===== src/sv/fgbb_pkg.sv =====
`timescale 1ns / 1ps
// Shared constants, types and coordinate helpers for the foreground bounding box unit.
package fgbb_pkg;

    localparam int MAX_WIDTH  = 4096;
    localparam int MAX_HEIGHT = 4096;

    localparam int COL_W   = (MAX_WIDTH  > 2) ? $clog2(MAX_WIDTH)  : 1;
    localparam int ROW_W   = (MAX_HEIGHT > 2) ? $clog2(MAX_HEIGHT) : 1;
    localparam int COORD_W = 13;
    localparam int CHAN_W  = 8;

    localparam int WHITE_THRESHOLD_RESET = 240;

    typedef logic [CHAN_W-1:0]         chan_t;
    typedef logic [COL_W-1:0]          col_t;
    typedef logic [ROW_W-1:0]          row_t;
    typedef logic signed [COORD_W-1:0] coord_t;

    localparam col_t   COL_LAST   = col_t'(MAX_WIDTH - 1);
    localparam row_t   ROW_LAST   = row_t'(MAX_HEIGHT - 1);
    localparam coord_t COORD_NONE = '1;

    // Control flags of one classified pixel handed to the tracker.
    typedef struct packed {
        logic foreground;
        logic end_of_line;
        logic end_of_frame;
    } pixel_ctl_t;

    // Bring a column index to the 13-bit output field, masking wide indexes.
    function automatic coord_t col_to_coord(col_t c);
        logic [COL_W+COORD_W-1:0] wide;
        begin
            wide = {{COORD_W{1'b0}}, c};
            return coord_t'(wide[COORD_W-1:0]);
        end
    endfunction

    // Bring a row index to the 13-bit output field, masking wide indexes.
    function automatic coord_t row_to_coord(row_t r);
        logic [ROW_W+COORD_W-1:0] wide;
        begin
            wide = {{COORD_W{1'b0}}, r};
            return coord_t'(wide[COORD_W-1:0]);
        end
    endfunction

endpackage


===== src/sv/fgbb_input_stage.sv =====
`timescale 1ns / 1ps
// Input register and white-threshold classification of each pixel.
module fgbb_input_stage (
    input  logic                 clk,
    input  logic                 rst_n,
    input  logic                 in_valid,
    output logic                 in_ready,
    input  fgbb_pkg::chan_t      pixel_blue,
    input  fgbb_pkg::chan_t      pixel_green,
    input  fgbb_pkg::chan_t      pixel_red,
    input  logic                 end_of_line,
    input  logic                 end_of_frame,
    input  fgbb_pkg::chan_t      white_threshold,
    output logic                 px_valid,
    input  logic                 px_ready,
    output fgbb_pkg::pixel_ctl_t px_ctl
);

    logic            valid_reg;
    fgbb_pkg::chan_t blue_reg;
    fgbb_pkg::chan_t green_reg;
    fgbb_pkg::chan_t red_reg;
    logic            eol_reg;
    logic            eof_reg;
    logic            white;

    // The register takes a new item whenever it is empty or draining.
    assign in_ready = !valid_reg || px_ready;

    always_ff @(posedge clk or negedge rst_n)
    begin
        if (!rst_n)
        begin
            valid_reg <= 1'b0;
        end
        else if (in_ready)
        begin
            valid_reg <= in_valid;
        end
    end

    always_ff @(posedge clk)
    begin
        if (in_valid && in_ready)
        begin
            blue_reg  <= pixel_blue;
            green_reg <= pixel_green;
            red_reg   <= pixel_red;
            eol_reg   <= end_of_line;
            eof_reg   <= end_of_frame;
        end
    end

    // A pixel is background only when all three channels reach the threshold.
    assign white = (blue_reg >= white_threshold) && (green_reg >= white_threshold)
                   && (red_reg >= white_threshold);

    assign px_valid            = valid_reg;
    assign px_ctl.foreground   = !white;
    assign px_ctl.end_of_line  = eol_reg;
    assign px_ctl.end_of_frame = eof_reg;

endmodule


===== src/sv/fgbb_tracker.sv =====
`timescale 1ns / 1ps
// Row and column counters, bounds tracking and the result register.
module fgbb_tracker (
    input  logic                 clk,
    input  logic                 rst_n,
    input  logic                 px_valid,
    output logic                 px_ready,
    input  fgbb_pkg::pixel_ctl_t px_ctl,
    output logic                 out_valid,
    input  logic                 out_ready,
    output fgbb_pkg::coord_t     top_row,
    output fgbb_pkg::coord_t     bottom_row,
    output fgbb_pkg::coord_t     left_column,
    output fgbb_pkg::coord_t     right_column,
    output logic                 found
);

    fgbb_pkg::col_t   col_reg;
    fgbb_pkg::row_t   row_reg;
    fgbb_pkg::row_t   top_reg;
    fgbb_pkg::row_t   bottom_reg;
    fgbb_pkg::col_t   left_reg;
    fgbb_pkg::col_t   right_reg;
    logic             found_reg;

    fgbb_pkg::row_t   top_upd;
    fgbb_pkg::row_t   bottom_upd;
    fgbb_pkg::col_t   left_upd;
    fgbb_pkg::col_t   right_upd;
    logic             found_upd;

    logic             out_valid_reg;
    fgbb_pkg::coord_t top_out_reg;
    fgbb_pkg::coord_t bottom_out_reg;
    fgbb_pkg::coord_t left_out_reg;
    fgbb_pkg::coord_t right_out_reg;
    logic             found_out_reg;

    logic             accept;

    // Only an end-of-frame item needs room in the result register.
    assign px_ready = !px_ctl.end_of_frame || !out_valid_reg || out_ready;
    assign accept   = px_valid && px_ready;

    always_comb
    begin
        top_upd    = top_reg;
        bottom_upd = bottom_reg;
        left_upd   = left_reg;
        right_upd  = right_reg;
        found_upd  = found_reg || px_ctl.foreground;
        if (px_ctl.foreground)
        begin
            if (!found_reg)
            begin
                top_upd = row_reg;
            end
            bottom_upd = row_reg;
            if (!found_reg || (col_reg < left_reg))
            begin
                left_upd = col_reg;
            end
            if (!found_reg || (col_reg > right_reg))
            begin
                right_upd = col_reg;
            end
        end
    end

    always_ff @(posedge clk or negedge rst_n)
    begin
        if (!rst_n)
        begin
            col_reg    <= '0;
            row_reg    <= '0;
            top_reg    <= '0;
            bottom_reg <= '0;
            left_reg   <= '0;
            right_reg  <= '0;
            found_reg  <= 1'b0;
        end
        else if (accept)
        begin
            if (px_ctl.end_of_frame)
            begin
                col_reg    <= '0;
                row_reg    <= '0;
                top_reg    <= '0;
                bottom_reg <= '0;
                left_reg   <= '0;
                right_reg  <= '0;
                found_reg  <= 1'b0;
            end
            else
            begin
                top_reg    <= top_upd;
                bottom_reg <= bottom_upd;
                left_reg   <= left_upd;
                right_reg  <= right_upd;
                found_reg  <= found_upd;
                if (px_ctl.end_of_line)
                begin
                    col_reg <= '0;
                    if (row_reg != fgbb_pkg::ROW_LAST)
                    begin
                        row_reg <= row_reg + 1'b1;
                    end
                end
                else if (col_reg != fgbb_pkg::COL_LAST)
                begin
                    col_reg <= col_reg + 1'b1;
                end
            end
        end
    end

    always_ff @(posedge clk or negedge rst_n)
    begin
        if (!rst_n)
        begin
            out_valid_reg <= 1'b0;
        end
        else if (accept && px_ctl.end_of_frame)
        begin
            out_valid_reg <= 1'b1;
        end
        else if (out_ready)
        begin
            out_valid_reg <= 1'b0;
        end
    end

    always_ff @(posedge clk)
    begin
        if (accept && px_ctl.end_of_frame)
        begin
            found_out_reg  <= found_upd;
            top_out_reg    <= found_upd ? fgbb_pkg::row_to_coord(top_upd)
                                        : fgbb_pkg::COORD_NONE;
            bottom_out_reg <= found_upd ? fgbb_pkg::row_to_coord(bottom_upd)
                                        : fgbb_pkg::COORD_NONE;
            left_out_reg   <= found_upd ? fgbb_pkg::col_to_coord(left_upd)
                                        : fgbb_pkg::COORD_NONE;
            right_out_reg  <= found_upd ? fgbb_pkg::col_to_coord(right_upd)
                                        : fgbb_pkg::COORD_NONE;
        end
    end

    assign out_valid    = out_valid_reg;
    assign top_row      = top_out_reg;
    assign bottom_row   = bottom_out_reg;
    assign left_column  = left_out_reg;
    assign right_column = right_out_reg;
    assign found        = found_out_reg;

`ifndef ASSERT_OFF
    a_rows_ordered: assert property (@(posedge clk) disable iff (!rst_n)
        found_reg |-> (top_reg <= bottom_reg))
        else $error("top bound below bottom bound");

    a_cols_ordered: assert property (@(posedge clk) disable iff (!rst_n)
        found_reg |-> (left_reg <= right_reg))
        else $error("left bound right of right bound");

    a_bottom_seen: assert property (@(posedge clk) disable iff (!rst_n)
        found_reg |-> (bottom_reg <= row_reg))
        else $error("bottom bound beyond current row");

    a_frame_result: assert property (@(posedge clk) disable iff (!rst_n)
        (accept && px_ctl.end_of_frame) |=> out_valid_reg)
        else $error("end of frame gave no result");

    a_frame_clear: assert property (@(posedge clk) disable iff (!rst_n)
        (accept && px_ctl.end_of_frame) |=>
            (!found_reg && (row_reg == '0) && (col_reg == '0)))
        else $error("frame state not cleared after end of frame");
`endif

endmodule


===== src/sv/foreground_bounding_box_unit.sv =====
`timescale 1ns / 1ps
// Top level of the foreground bounding box unit.
//
// The unit watches a raster stream of BGR pixels, one item per pixel, and
// reports the smallest box of rows and columns that holds every foreground
// pixel of a frame. A pixel is foreground unless its blue, green and red
// channels are all at or above white_threshold, which is written through
// cfg_write_enable and cfg_write_data and resets to 240. On the item marked
// end_of_frame the unit counts that pixel, presents one result with the
// first and last foreground rows and columns (all -1 with found low when the
// frame held no foreground), and starts the next frame from row and column
// zero; end_of_frame wins when both marks are set. Rows may differ in length.
// Column and row indexes saturate at MAX_WIDTH-1 and MAX_HEIGHT-1. Each item
// passes through an input register, where it is classified, and then updates
// the counters and bounds while the result lands in an output register. When
// the output register is free, the tracker accepts the end-of-frame item from
// the input register and out_valid rises in the cycle after. The unit takes
// one item every cycle; the input stalls only while an end-of-frame item sits
// in the input register waiting for the previous result to leave the output
// register.
module foreground_bounding_box_unit (
    input  logic             clk,
    input  logic             rst_n,
    input  logic             cfg_write_enable,
    input  fgbb_pkg::chan_t  cfg_write_data,
    input  logic             in_valid,
    output logic             in_ready,
    input  fgbb_pkg::chan_t  pixel_blue,
    input  fgbb_pkg::chan_t  pixel_green,
    input  fgbb_pkg::chan_t  pixel_red,
    input  logic             end_of_line,
    input  logic             end_of_frame,
    output logic             out_valid,
    input  logic             out_ready,
    output fgbb_pkg::coord_t top_row,
    output fgbb_pkg::coord_t bottom_row,
    output fgbb_pkg::coord_t left_column,
    output fgbb_pkg::coord_t right_column,
    output logic             found
);

    fgbb_pkg::chan_t      white_threshold_reg;
    logic                 px_valid;
    logic                 px_ready;
    fgbb_pkg::pixel_ctl_t px_ctl;

    // The user must write the threshold register only while no item is in flight; the block does not enforce it.
    always_ff @(posedge clk or negedge rst_n)
    begin
        if (!rst_n)
        begin
            white_threshold_reg <= fgbb_pkg::chan_t'(fgbb_pkg::WHITE_THRESHOLD_RESET);
        end
        else if (cfg_write_enable)
        begin
            white_threshold_reg <= cfg_write_data;
        end
    end

    // First stage: register the pixel and decide whether it is foreground.
    fgbb_input_stage u_input_stage (
        .clk             (clk),
        .rst_n           (rst_n),
        .in_valid        (in_valid),
        .in_ready        (in_ready),
        .pixel_blue      (pixel_blue),
        .pixel_green     (pixel_green),
        .pixel_red       (pixel_red),
        .end_of_line     (end_of_line),
        .end_of_frame    (end_of_frame),
        .white_threshold (white_threshold_reg),
        .px_valid        (px_valid),
        .px_ready        (px_ready),
        .px_ctl          (px_ctl)
    );

    // Second stage: advance the raster position, grow the box, and at the
    // end of a frame load the result register and clear for the next frame.
    fgbb_tracker u_tracker (
        .clk          (clk),
        .rst_n        (rst_n),
        .px_valid     (px_valid),
        .px_ready     (px_ready),
        .px_ctl       (px_ctl),
        .out_valid    (out_valid),
        .out_ready    (out_ready),
        .top_row      (top_row),
        .bottom_row   (bottom_row),
        .left_column  (left_column),
        .right_column (right_column),
        .found        (found)
    );

endmodule


===== config.mk =====
export PLATFORM = sky130hd
export DESIGN_NAME = foreground_bounding_box_unit
export DESIGN_NICKNAME = d
export VERILOG_FILES = /design/src/sv/fgbb_pkg.sv /design/src/sv/fgbb_input_stage.sv /design/src/sv/fgbb_tracker.sv /design/src/sv/foreground_bounding_box_unit.sv
export SDC_FILE = /design/constraint.sdc
export NUM_CORES = 1
export LEC_CHECK = 0
export ABC_AREA = 1
export BUFFER_PORTS_ARGS = -buffer_cell sky130_fd_sc_hd__buf_2
export CELL_PAD_IN_SITES_DETAIL_PLACEMENT = 0
export CELL_PAD_IN_SITES_GLOBAL_PLACEMENT = 1
export CORE_MARGIN = 3
export CORE_UTILIZATION = 45
export DETAILED_ROUTE_END_ITERATION = 6
export PLACE_DENSITY_LB_ADDON = 0.2
export SLEW_MARGIN = 10
export SYNTH_ARGS = -nofsm -noshare
export SYNTH_HDL_FRONTEND = slang
export SYNTH_HIERARCHICAL = 1
export SYNTH_SLANG_ARGS = --single-unit

===== constraint.sdc =====
create_clock -name clk -period 3.3 [get_ports clk]
set_clock_uncertainty 0.1 [all_clocks]
set_input_delay 0.66 -clock clk [delete_from_list [all_inputs] [get_ports clk]]
set_output_delay 0.66 -clock clk [all_outputs]
set_load 0.02 [all_outputs]

=== After elaboration in Yosys (flattened, before gate mapping) ===
Index checks and enable logic that the tools add are counted.

* Bits in registers: 162
* Bits of input ports: 39
* Output and inout bits: 55
* Word-level logic and storage cells: 79

* Add/subtract/negate cells: 2
* $lt $le $gt $ge: 5
* Eq/ne operators: 2
* Muxes and demuxes: 24
* Reductions and logical operators: 22

{| class="wikitable"
|+ Operator list
! kind !! number
|-
| 12-bit two-way mux || 17
|-
| 13-bit two-way mux || 4
|-
| 12-bit by 1-bit adder with 12-bit output (second input constant) || 2
|-
| 8-bit greater-or-equal comparator || 3
|-
| 12-bit != test (second input constant) || 2
|-
| 12-bit > comparator || 1
|-
| 12-bit < comparator || 1
|-
| 1-bit logical OR || 6
|-
| 2-bit nonzero test || 3
|-
| 1-bit logical AND || 5
|-
| 1-bit logical NOT || 5
|-
| 1-bit two-way mux || 3
|-
| 3-bit AND reduction || 1
|-
| 3-bit nonzero test || 1
|-
| 2-bit AND reduction || 1
|}

=== Longest topological paths before layout ===
Gate-level depths: netlist of the first run.

* Depth after elaboration: 6
* Depth in mapped cells: 21
* Mapped depth without buffers: 20

=== By module ===
Netlist of the first run, hierarchy kept.

{| class="wikitable"
|+ By module, submodules not included
! module !! times used !! cells an instance !! area each (µm²) !! sequential area each (µm²)
|-
| fgbb_tracker || 1 || 744 || 6,362.4 || 3,353.2
|-
| fgbb_input_stage || 1 || 132 || 1,446.4 || 805.8
|-
| foreground_bounding_box_unit || 1 || 34 || 310.3 || 205.2
|}

=== Worst setup path after synthesis of the first run ===
OpenSTA, ideal clock, no wires.

* Kind: in2reg
* Start: input port out_ready
* End: register u_input_stage.blue_reg[0] (enable)
* Library setup time: 0.418 ns
* Data arrival time: 2.132 ns
* Data required time: 2.782 ns
* Setup slack: 0.650 ns
* Stages on the path: 4
* Buffers on the path: 0
* Cells stage by stage: inv_1 > nand3_2 > inv_1 > a21oi_1

* Cells in the longest elaborated chain, start to end: 3

{| class="wikitable"
|+ RTL lines
! element !! line !! RTL
|-
| start, declared || foreground_bounding_box_unit.sv:34 || <nowiki>input logic out_ready,</nowiki>
|-
| 1-bit logical OR || fgbb_tracker.sv:42 || <nowiki>assign px_ready = !px_ctl.end_of_frame || !out_valid_reg || out_ready;</nowiki>
|-
| named net px_ready || foreground_bounding_box_unit.sv:44 || <nowiki>logic px_ready;</nowiki>
|-
| 1-bit logical OR || fgbb_input_stage.sv:28 || <nowiki>assign in_ready = !valid_reg || px_ready;</nowiki>
|-
| 1-bit logical AND || fgbb_input_stage.sv:44 || <nowiki>if (in_valid && in_ready)</nowiki>
|-
| end signal, assigned || fgbb_input_stage.sv:46 || <nowiki>blue_reg <= pixel_blue;</nowiki>
|-
| end, declared || fgbb_input_stage.sv:20 || <nowiki>fgbb_pkg::chan_t blue_reg;</nowiki>
|}

The timed path passes the listed nets, and every way through them passes these cells.
A chain may end at the register's enable or synchronous reset.

==> impl_metrics.json, run 1 <==
{
  "largest_reg_flops": 13,
  "diodes": 0,
  "grt_max_degree": 52,
  "cts_sinks": 159,
  "clock_latency_ps": 430,
  "grt_pass1_wl_um": 31400,
  "end_kind": "flip-flop",
  "floorplan.die.height_um": 140,
  "htreeDepth": 4,
  "cts-resized-gates": 0,
  "power_per_cell_area_nw_per_um2": 761,
  "status": "finished, final reports clean",
  "antenna_found_initial": 0,
  "period_share_pct": 90.6,
  "cts_root_buf": "clkbuf_16",
  "vias": 6159,
  "worstPathCellList": "inv_1 > ha_1 > a21o_2 > nor2_1 > nand3_1 > nand3_1 > inv_2 > nor2_1 > nand2_1 > o21bai_1 > nor2_1 > nand2_1 > nand2_1 > nand2_1 > nand2_1 > nand2_1",
  "peakVddDrop_v": 0.000540,
  "cts.path.max_buffers": 2,
  "met1_length_um": 8910,
  "drv_cap": 0,
  "routedWlPerCell_um": 15.3,
  "floorplan.initialDensity_pct": 46.5,
  "cts-buffers-inserted": 17,
  "syn-instance-count": 910,
  "via_per_inst": 4.97,
  "crit_family": "simple AND/OR/NAND/NOR gates",
  "synthArstFlopShare_pct": 52.2,
  "yosys.area.top_type_share_pct": 28.1,
  "drive_above_1_share_pct": 17.7,
  "ys_ff_latch": 159,
  "worstMarginPinSlew_ps": 559,
  "crit_type": "reg2reg",
  "synth_ff_type": "dfrtp_1",
  "seqCellArea_um2": 4360,
  "path_clk_slew_ps": 70,
  "slew_viol_final": 0,
  "cellLeakagePower_nw": 4.74,
  "nets": 1089,
  "cts-hold-fix-buffers": 0,
  "die_width_um": 140,
  "die_area_um2": 19700,
  "routed.top_layer": "met4",
  "path_common_cell": "nand2_1",
  "final_util_pct": 53.8,
  "hold_class": "in2async",
  "rsz0062_at_grt": "false",
  "slew_headroom_pct": 62.7,
  "synthTopCellsByArea": "edfxtp_1, dfrtp_1, nand2_1",
  "remaining_drc_errors": 0,
  "grt_pass1_vias": 5911,
  "postCtsSetupBuffers": 0,
  "io_pins": 94,
  "wl_met2_um": 9230,
  "synth-edff-count": 76,
  "timing_hold_violations_final": 0,
  "p_sw_share_pct": 37.3,
  "ant_nets": 0,
  "crit_fanout": 12,
  "area_delta_synth_final_pct": 15.9,
  "dr.pass1.iters": 4,
  "seq_area_frac_synth_pct": 53.8,
  "switchingPower_mw": 2.67,
  "initialDrtViolationCount": 476,
  "met3_length_um": 652,
  "crit_arrival_ps": 3070,
  "cp.required_ps": 3380,
  "tns_ps": 0,
  "core_area_um2": 17500,
  "cp_slowest_cell": "dfstp_2",
  "overflow": 0,
  "setup_viol": 0,
  "fmaxAchievable_mhz": 334,
  "p_seq_share_pct": 38.1,
  "max_stage_delay_ps": 530,
  "synthDistinctLibCells": 42,
  "syn-num-nets": 998,
  "yosysWarnings": 6,
  "worstSetupStartpointType": "flip-flop",
  "syn_area_um2": 8120,
  "combPwrFrac_pct": 34.1,
  "synth_top_area_cell": "edfxtp_1",
  "multi_input_area_um2": 3110,
  "path_buf_inv": 2,
  "clkPwrFrac_pct": 27.8,
  "row_count": 48,
  "p_int_mw": 4.49,
  "dpl.hpwl_um": 13100,
  "cts_tree": "built",
  "syn_area_per_cell_um2": 8.92,
  "layout_min_cycle_time_ps": 2990,
  "wirelength_um": 19000,
  "fill_cells": 1636,
  "port_buffers": 93,
  "grtUsageTotal_pct": 20.2,
  "gp_congestion": 0.841
}
[cell families after synthesis]
kind of cell	Yosys count	share of synthesized area (%)
AOI/OAI and AO/OA	102	7.26
adders and majority gates	49	7.55
xor gates and xnor gates	6	0.647
and+or+nand+nor	441	22.7
buffers and inverters	153	8.04
DFF	159	53.8
[power by group through the flow]
stage | Combinational (mW) | Sequential (mW) | Clock (mW)
finish | 2.44 | 2.73 | 1.99
detailed placement | 2.45 | 2.76 | 0
floorplan | 1.64 | 2.89 | 0
CTS | 2.46 | 2.73 | 2.03
global placement | 2.41 | 2.76 | 0
global route | 2.83 | 2.78 | 2.12
[per-stage QoR]
stage / worst slack (ps) / power, mW / instances / hold WS (ps) / instance area (um2)
2_1_floorplan: 650 / 4.54 / 910 / 264 / 8120
3_3_place_gp: 353 / 5.17 / 1207 / 355 / 8810
3_5_place_dp: 290 / 5.21 / 1207 / 357 / 8810
4_1_cts: 271 / 7.22 / 1239 / 142 / 9410
5_1_grt: 3.15 / 7.72 / 1239 / 159 / 9410
6_report: 309 / 7.16 / 1239 / 122 / 9410
[worst paths after layout]
| kind | start | to | slack (ps) | cells past startpoint |
|---|---|---|---|---|
| worst min-delay path | rst_n | u_tracker/left_reg[7]$_DFFE_PN0P_ | 120 | 1 |
| max in group asynchronous | rst_n | white_threshold_reg[4]$_DFFE_PN1P_ | 2300 | 2 |
| worst max register to register | white_threshold_reg[7]$_DFFE_PN1P_ | u_tracker/left_column[3]$_SDFFCE_PP1P_ | 310 | 16 |
| worst max-delay path | white_threshold_reg[7]$_DFFE_PN1P_ | u_tracker/left_column[3]$_SDFFCE_PP1P_ | 310 | 16 |
| worst min register to register | white_threshold_reg[6]$_DFFE_PN1P_ | white_threshold_reg[6]$_DFFE_PN1P_ | 370 | 2 |
| min in group clk | pixel_red[5] | u_input_stage/red_reg[5]$_DFFE_PP_ | 300 | 1 |
[cell type report]
class | count | area share (%)
clock inverters | 12 | 1.30
repair buffers | 107 | 6.49
inverters | 118 | 4.73
well taps | 225 | 2.99
clock buffers | 20 | 5.08
multi-input cells | 598 | 33.0
flip-flops and latches | 159 | 46.4
[layout by cell type (no fill, tap or decap), drive strengths merged]
cell type    n
a31o         1
dfrtp       79
o22ai       16
buf        107
clkbuf      20
o21ai       49
clkinv       3
nor3         5
a31oi        2
nand3       70
ha          49
nor2        35
and3         1
o21bai       1
clkinvlp     3
o21a         3
nand2      316
o311ai       1
or2          5
a211oi       1
bufinv       1
a21oi       26
dfstp        4
inv        123
xor2         5
nand4        9
a21o         2
xnor2        1
edfxtp      76
[metal layers]
| metal | vias up | track usage, % |
|---|---|---|
| li1 | 3143 | - |
| met1 | 2910 | 27.7 |
| met2 | 90 | 33.2 |
| met3 | 16 | 4.06 |
| met4 | 0 | 4.44 |
| met5 | - | 0 |
[worst reg2reg max path, stage by stage (launching register included)]
cell and delay [ps]:
dfstp_2 530, inv_1 60, ha_1 310, a21o_2 220, nor2_1 110, nand3_1 80
nand3_1 120, inv_2 100, nor2_1 90, nand2_1 50, o21bai_1 140, nor2_1 80
nand2_1 70, nand2_1 380, nand2_1 170, nand2_1 90, nand2_1 50
[synth_stat cells, types with 9 or more instances]
library cell / instances
nand2_1: 312
inv_1: 110
dfrtp_1: 79
edfxtp_1: 76
nand3_1: 68
ha_1: 49
o21ai_0: 40
nor2_1: 29
a21oi_1: 22
o22ai_1: 16
buf_2: 10
nand4_1: 9
(Power assumes the default switching activity.)
==> run 2: changes to the inputs <==
--- a/config.mk
+++ b/config.mk
@@ -5,12 +5,12 @@
 export SDC_FILE = /design/constraint.sdc
 export NUM_CORES = 1
 export LEC_CHECK = 0
-export ABC_AREA = 1
+export ABC_AREA = 0
 export BUFFER_PORTS_ARGS = -buffer_cell sky130_fd_sc_hd__buf_2
 export CELL_PAD_IN_SITES_DETAIL_PLACEMENT = 0
 export CELL_PAD_IN_SITES_GLOBAL_PLACEMENT = 1
 export CORE_MARGIN = 3
-export CORE_UTILIZATION = 45
+export CORE_UTILIZATION = 47
 export DETAILED_ROUTE_END_ITERATION = 6
 export PLACE_DENSITY_LB_ADDON = 0.2
 export SLEW_MARGIN = 10
==> impl_metrics.json, run 2 <==
{
  "status": "finished, final reports clean",
  "place_area_um2": 8570,
  "area_delta_synth_final_pct": 17.6,
  "timing_hold_violations_final": 0,
  "pre_cts_ws_ps": 4.90,
  "worst_slack_ps": 160,
  "postLayoutCellArea_um2": 9210,
  "fill_cells": 1361,
  "floorplan.initialDensity_pct": 48.6,
  "yosysWarnings": 6,
  "wirelength_um": 18700,
  "seq_area_frac_synth_pct": 55.8,
  "grt_pass1_vias": 5582,
  "vias": 5616,
  "fmaxAchievable_mhz": 318,
  "worstMarginPinSlew_ps": 1190,
  "dr.pass1.iters": 5,
  "initialDrtViolationCount": 438,
  "synthDistinctLibCells": 55,
  "io_pins": 94,
  "crit_arrival_ps": 3350,
  "cts_tree": "built",
  "synth.top_cells.by_count": "dfrtp_1, edfxtp_1, nand2_1, ha_1, o21ai_0",
  "hold_slack_ps": 166,
  "gp_congestion": 0.844,
  "mostFrequentLayoutCells": "buf_2, dfrtp_1, edfxtp_1",
  "routedWlPerCell_um": 18.6,
  "syn_area_um2": 7830,
  "period_share_pct": 95.1,
  "synthArstFlopShare_pct": 52.2,
  "synth.most_common_cell": "dfrtp_1",
  "setup_viol": 0,
  "instances_no_fill": 1004,
  "synth-edff-count": 76,
  "drv_cap": 0,
  "htreeDepth": 4,
  "yosys.area.top_type_share_pct": 29.2,
  "cts-hold-fix-buffers": 0,
  "clock_latency_ps": 430,
  "die_area_um2": 18200,
  "layout_min_cycle_time_ps": 3140,
  "cts.path.max_buffers": 2,
  "numPlacedInstances": 970,
  "slew_headroom_pct": 20.7,
  "drive_above_1_share_pct": 24.5,
  "cellLeakagePower_nw": 3.97,
  "grtUsageTotal_pct": 21.0,
  "peakVddDrop_v": 0.000382,
  "diodes": 0,
  "dpl.hpwl_um": 12600,
  "remaining_drc_errors": 0,
  "rr_startpoint": "white_threshold_reg[0]$_DFFE_PN0P_",
  "syn_area_per_cell_um2": 11.5,
  "finalPower_mw": 5.05,
  "core_area_um2": 16100,
  "synth_ff_type": "dfrtp_1",
  "end_kind": "flip-flop",
  "ys_ff_latch": 159,
  "syn-instance-count": 678,
  "seqCellArea_um2": 4370,
  "cp.required_ps": 3510,
  "grt_max_degree": 49,
  "crit_type": "reg2reg",
  "power_per_cell_area_nw_per_um2": 549,
  "cts_sinks": 159,
  "overflow": 0,
  "floorplan.die.height_um": 135,
  "crit_fanout": 12,
  "multi_input_area_um2": 3140,
  "path_clk_slew_ps": 60,
  "die_width_um": 135,
  "ant_nets": 0,
  "startpoint": "white_threshold_reg[0]$_DFFE_PN0P_",
  "synthTopCellsByArea": "edfxtp_1, dfrtp_1, ha_1",
  "via_per_inst": 5.59,
  "cts-buffers-inserted": 17,
  "syn-num-nets": 766,
  "antenna_found_initial": 0,
  "row_count": 46,
  "hold_class": "in2async",
  "worstSetupStartpointType": "flip-flop",
  "largest_reg_flops": 13,
  "nets": 863,
  "slew_viol_final": 0,
  "cts_root_buf": "clkbuf_16",
  "port_buffers": 93,
  "synth_top_area_cell": "edfxtp_1",
  "final_common_cell": "buf_2",
  "grt_pass1_wl_um": 30000
}
[run 2: changes by cell type after synthesis, moves of 12 or more]
cell and change:
nand3_1 -48, clkbuf_1 +21, o211ai_1 +13, a22o_1 +12, nand2b_1 +19, mux2_2 +12
nand2_1 -241, inv_1 -70, o22ai_1 -15, a22oi_1 +23
[run 2: worst max-delay path, stage by stage, from the launching register on]
cell and delay, ps:
dfrtp_2 440, ha_1 290, or3b_1 380, o2111ai_1 100, a21oi_1 110, a211oi_2 200, a221o_1 230, nand2b_1 80
a221o_1 300, a31oi_4 280, o311ai_4 230, a22o_1 300
[run 2: worst paths after layout]
check / slack, ps / cells past startpoint / to
setup reg to reg: 160 / 11 / u_tracker/left_reg[2]$_DFFE_PN0P_
min in group clk: 300 / 1 / u_input_stage/blue_reg[0]$_DFFE_PP_
setup / recovery: 160 / 11 / u_tracker/left_reg[2]$_DFFE_PN0P_
hold reg to reg: 410 / 2 / u_tracker/top_reg[1]$_DFFE_PN0P_
max in group asynchronous: 2190 / 2 / u_tracker/left_reg[10]$_DFFE_PN0P_
hold / removal: 170 / 1 / u_tracker/left_reg[6]$_DFFE_PN0P_
[run 2: kinds of logic (layout without fill, tap and decap cells)]
logic type                 count (synthesis)  in the layout  share of synthesized area (%)
adders and majority gates                 49             49                           7.83
DFF                                      159            159                           55.8
buffers and inverters                     84            193                           4.81
AOI/OAI and AO/OA                        174            174                           15.8
xor gates and xnor gates                  12             12                           1.34
and+or+nand+nor                          178            179                           11.0
muxes                                     22             22                           3.52
[run 2: final cells by class]
cell class / count / share of cell area (%)
clock buffer: 21 / 5.11
clock inverter: 11 / 1.25
inverter: 40 / 1.63
multi-input combinational: 436 / 34.2
sequential: 159 / 47.4
tap: 216 / 2.94
timing repair buffer: 121 / 7.50
[run 2: timing repair]
item	4_1_cts	5_1_grt
buffers inserted	0	1
endpoints found under the setup margin	12	46
gates resized for setup	2	7
gates cloned	0	1
[run 2: through the flow]
stage,setup TNS (ps),util (%)
2_1_floorplan,0,-
3_3_place_gp,0,53.2
3_5_place_dp,0,53.2
4_1_cts,0,56.9
5_1_grt,-27.1,57.1
6_report,0,57.1
[run 2: report_power, final]
part / switching, mW / leakage [nW] / internal [mW]
clock: 0.782 / 0.282 / 1.17
combinational: 0.504 / 1.83 / 0.301
sequential: 0.0724 / 1.86 / 2.23
[run 2: per-layer routing]
| layer | track usage [%] | wire length, um |
|---|---|---|
| met1 | 27.5 | 8310 |
| met2 | 35.8 | 9420 |
| met3 | 3.84 | 683 |
| met4 | 6.44 | 285 |
| met5 | 0 | 0 |
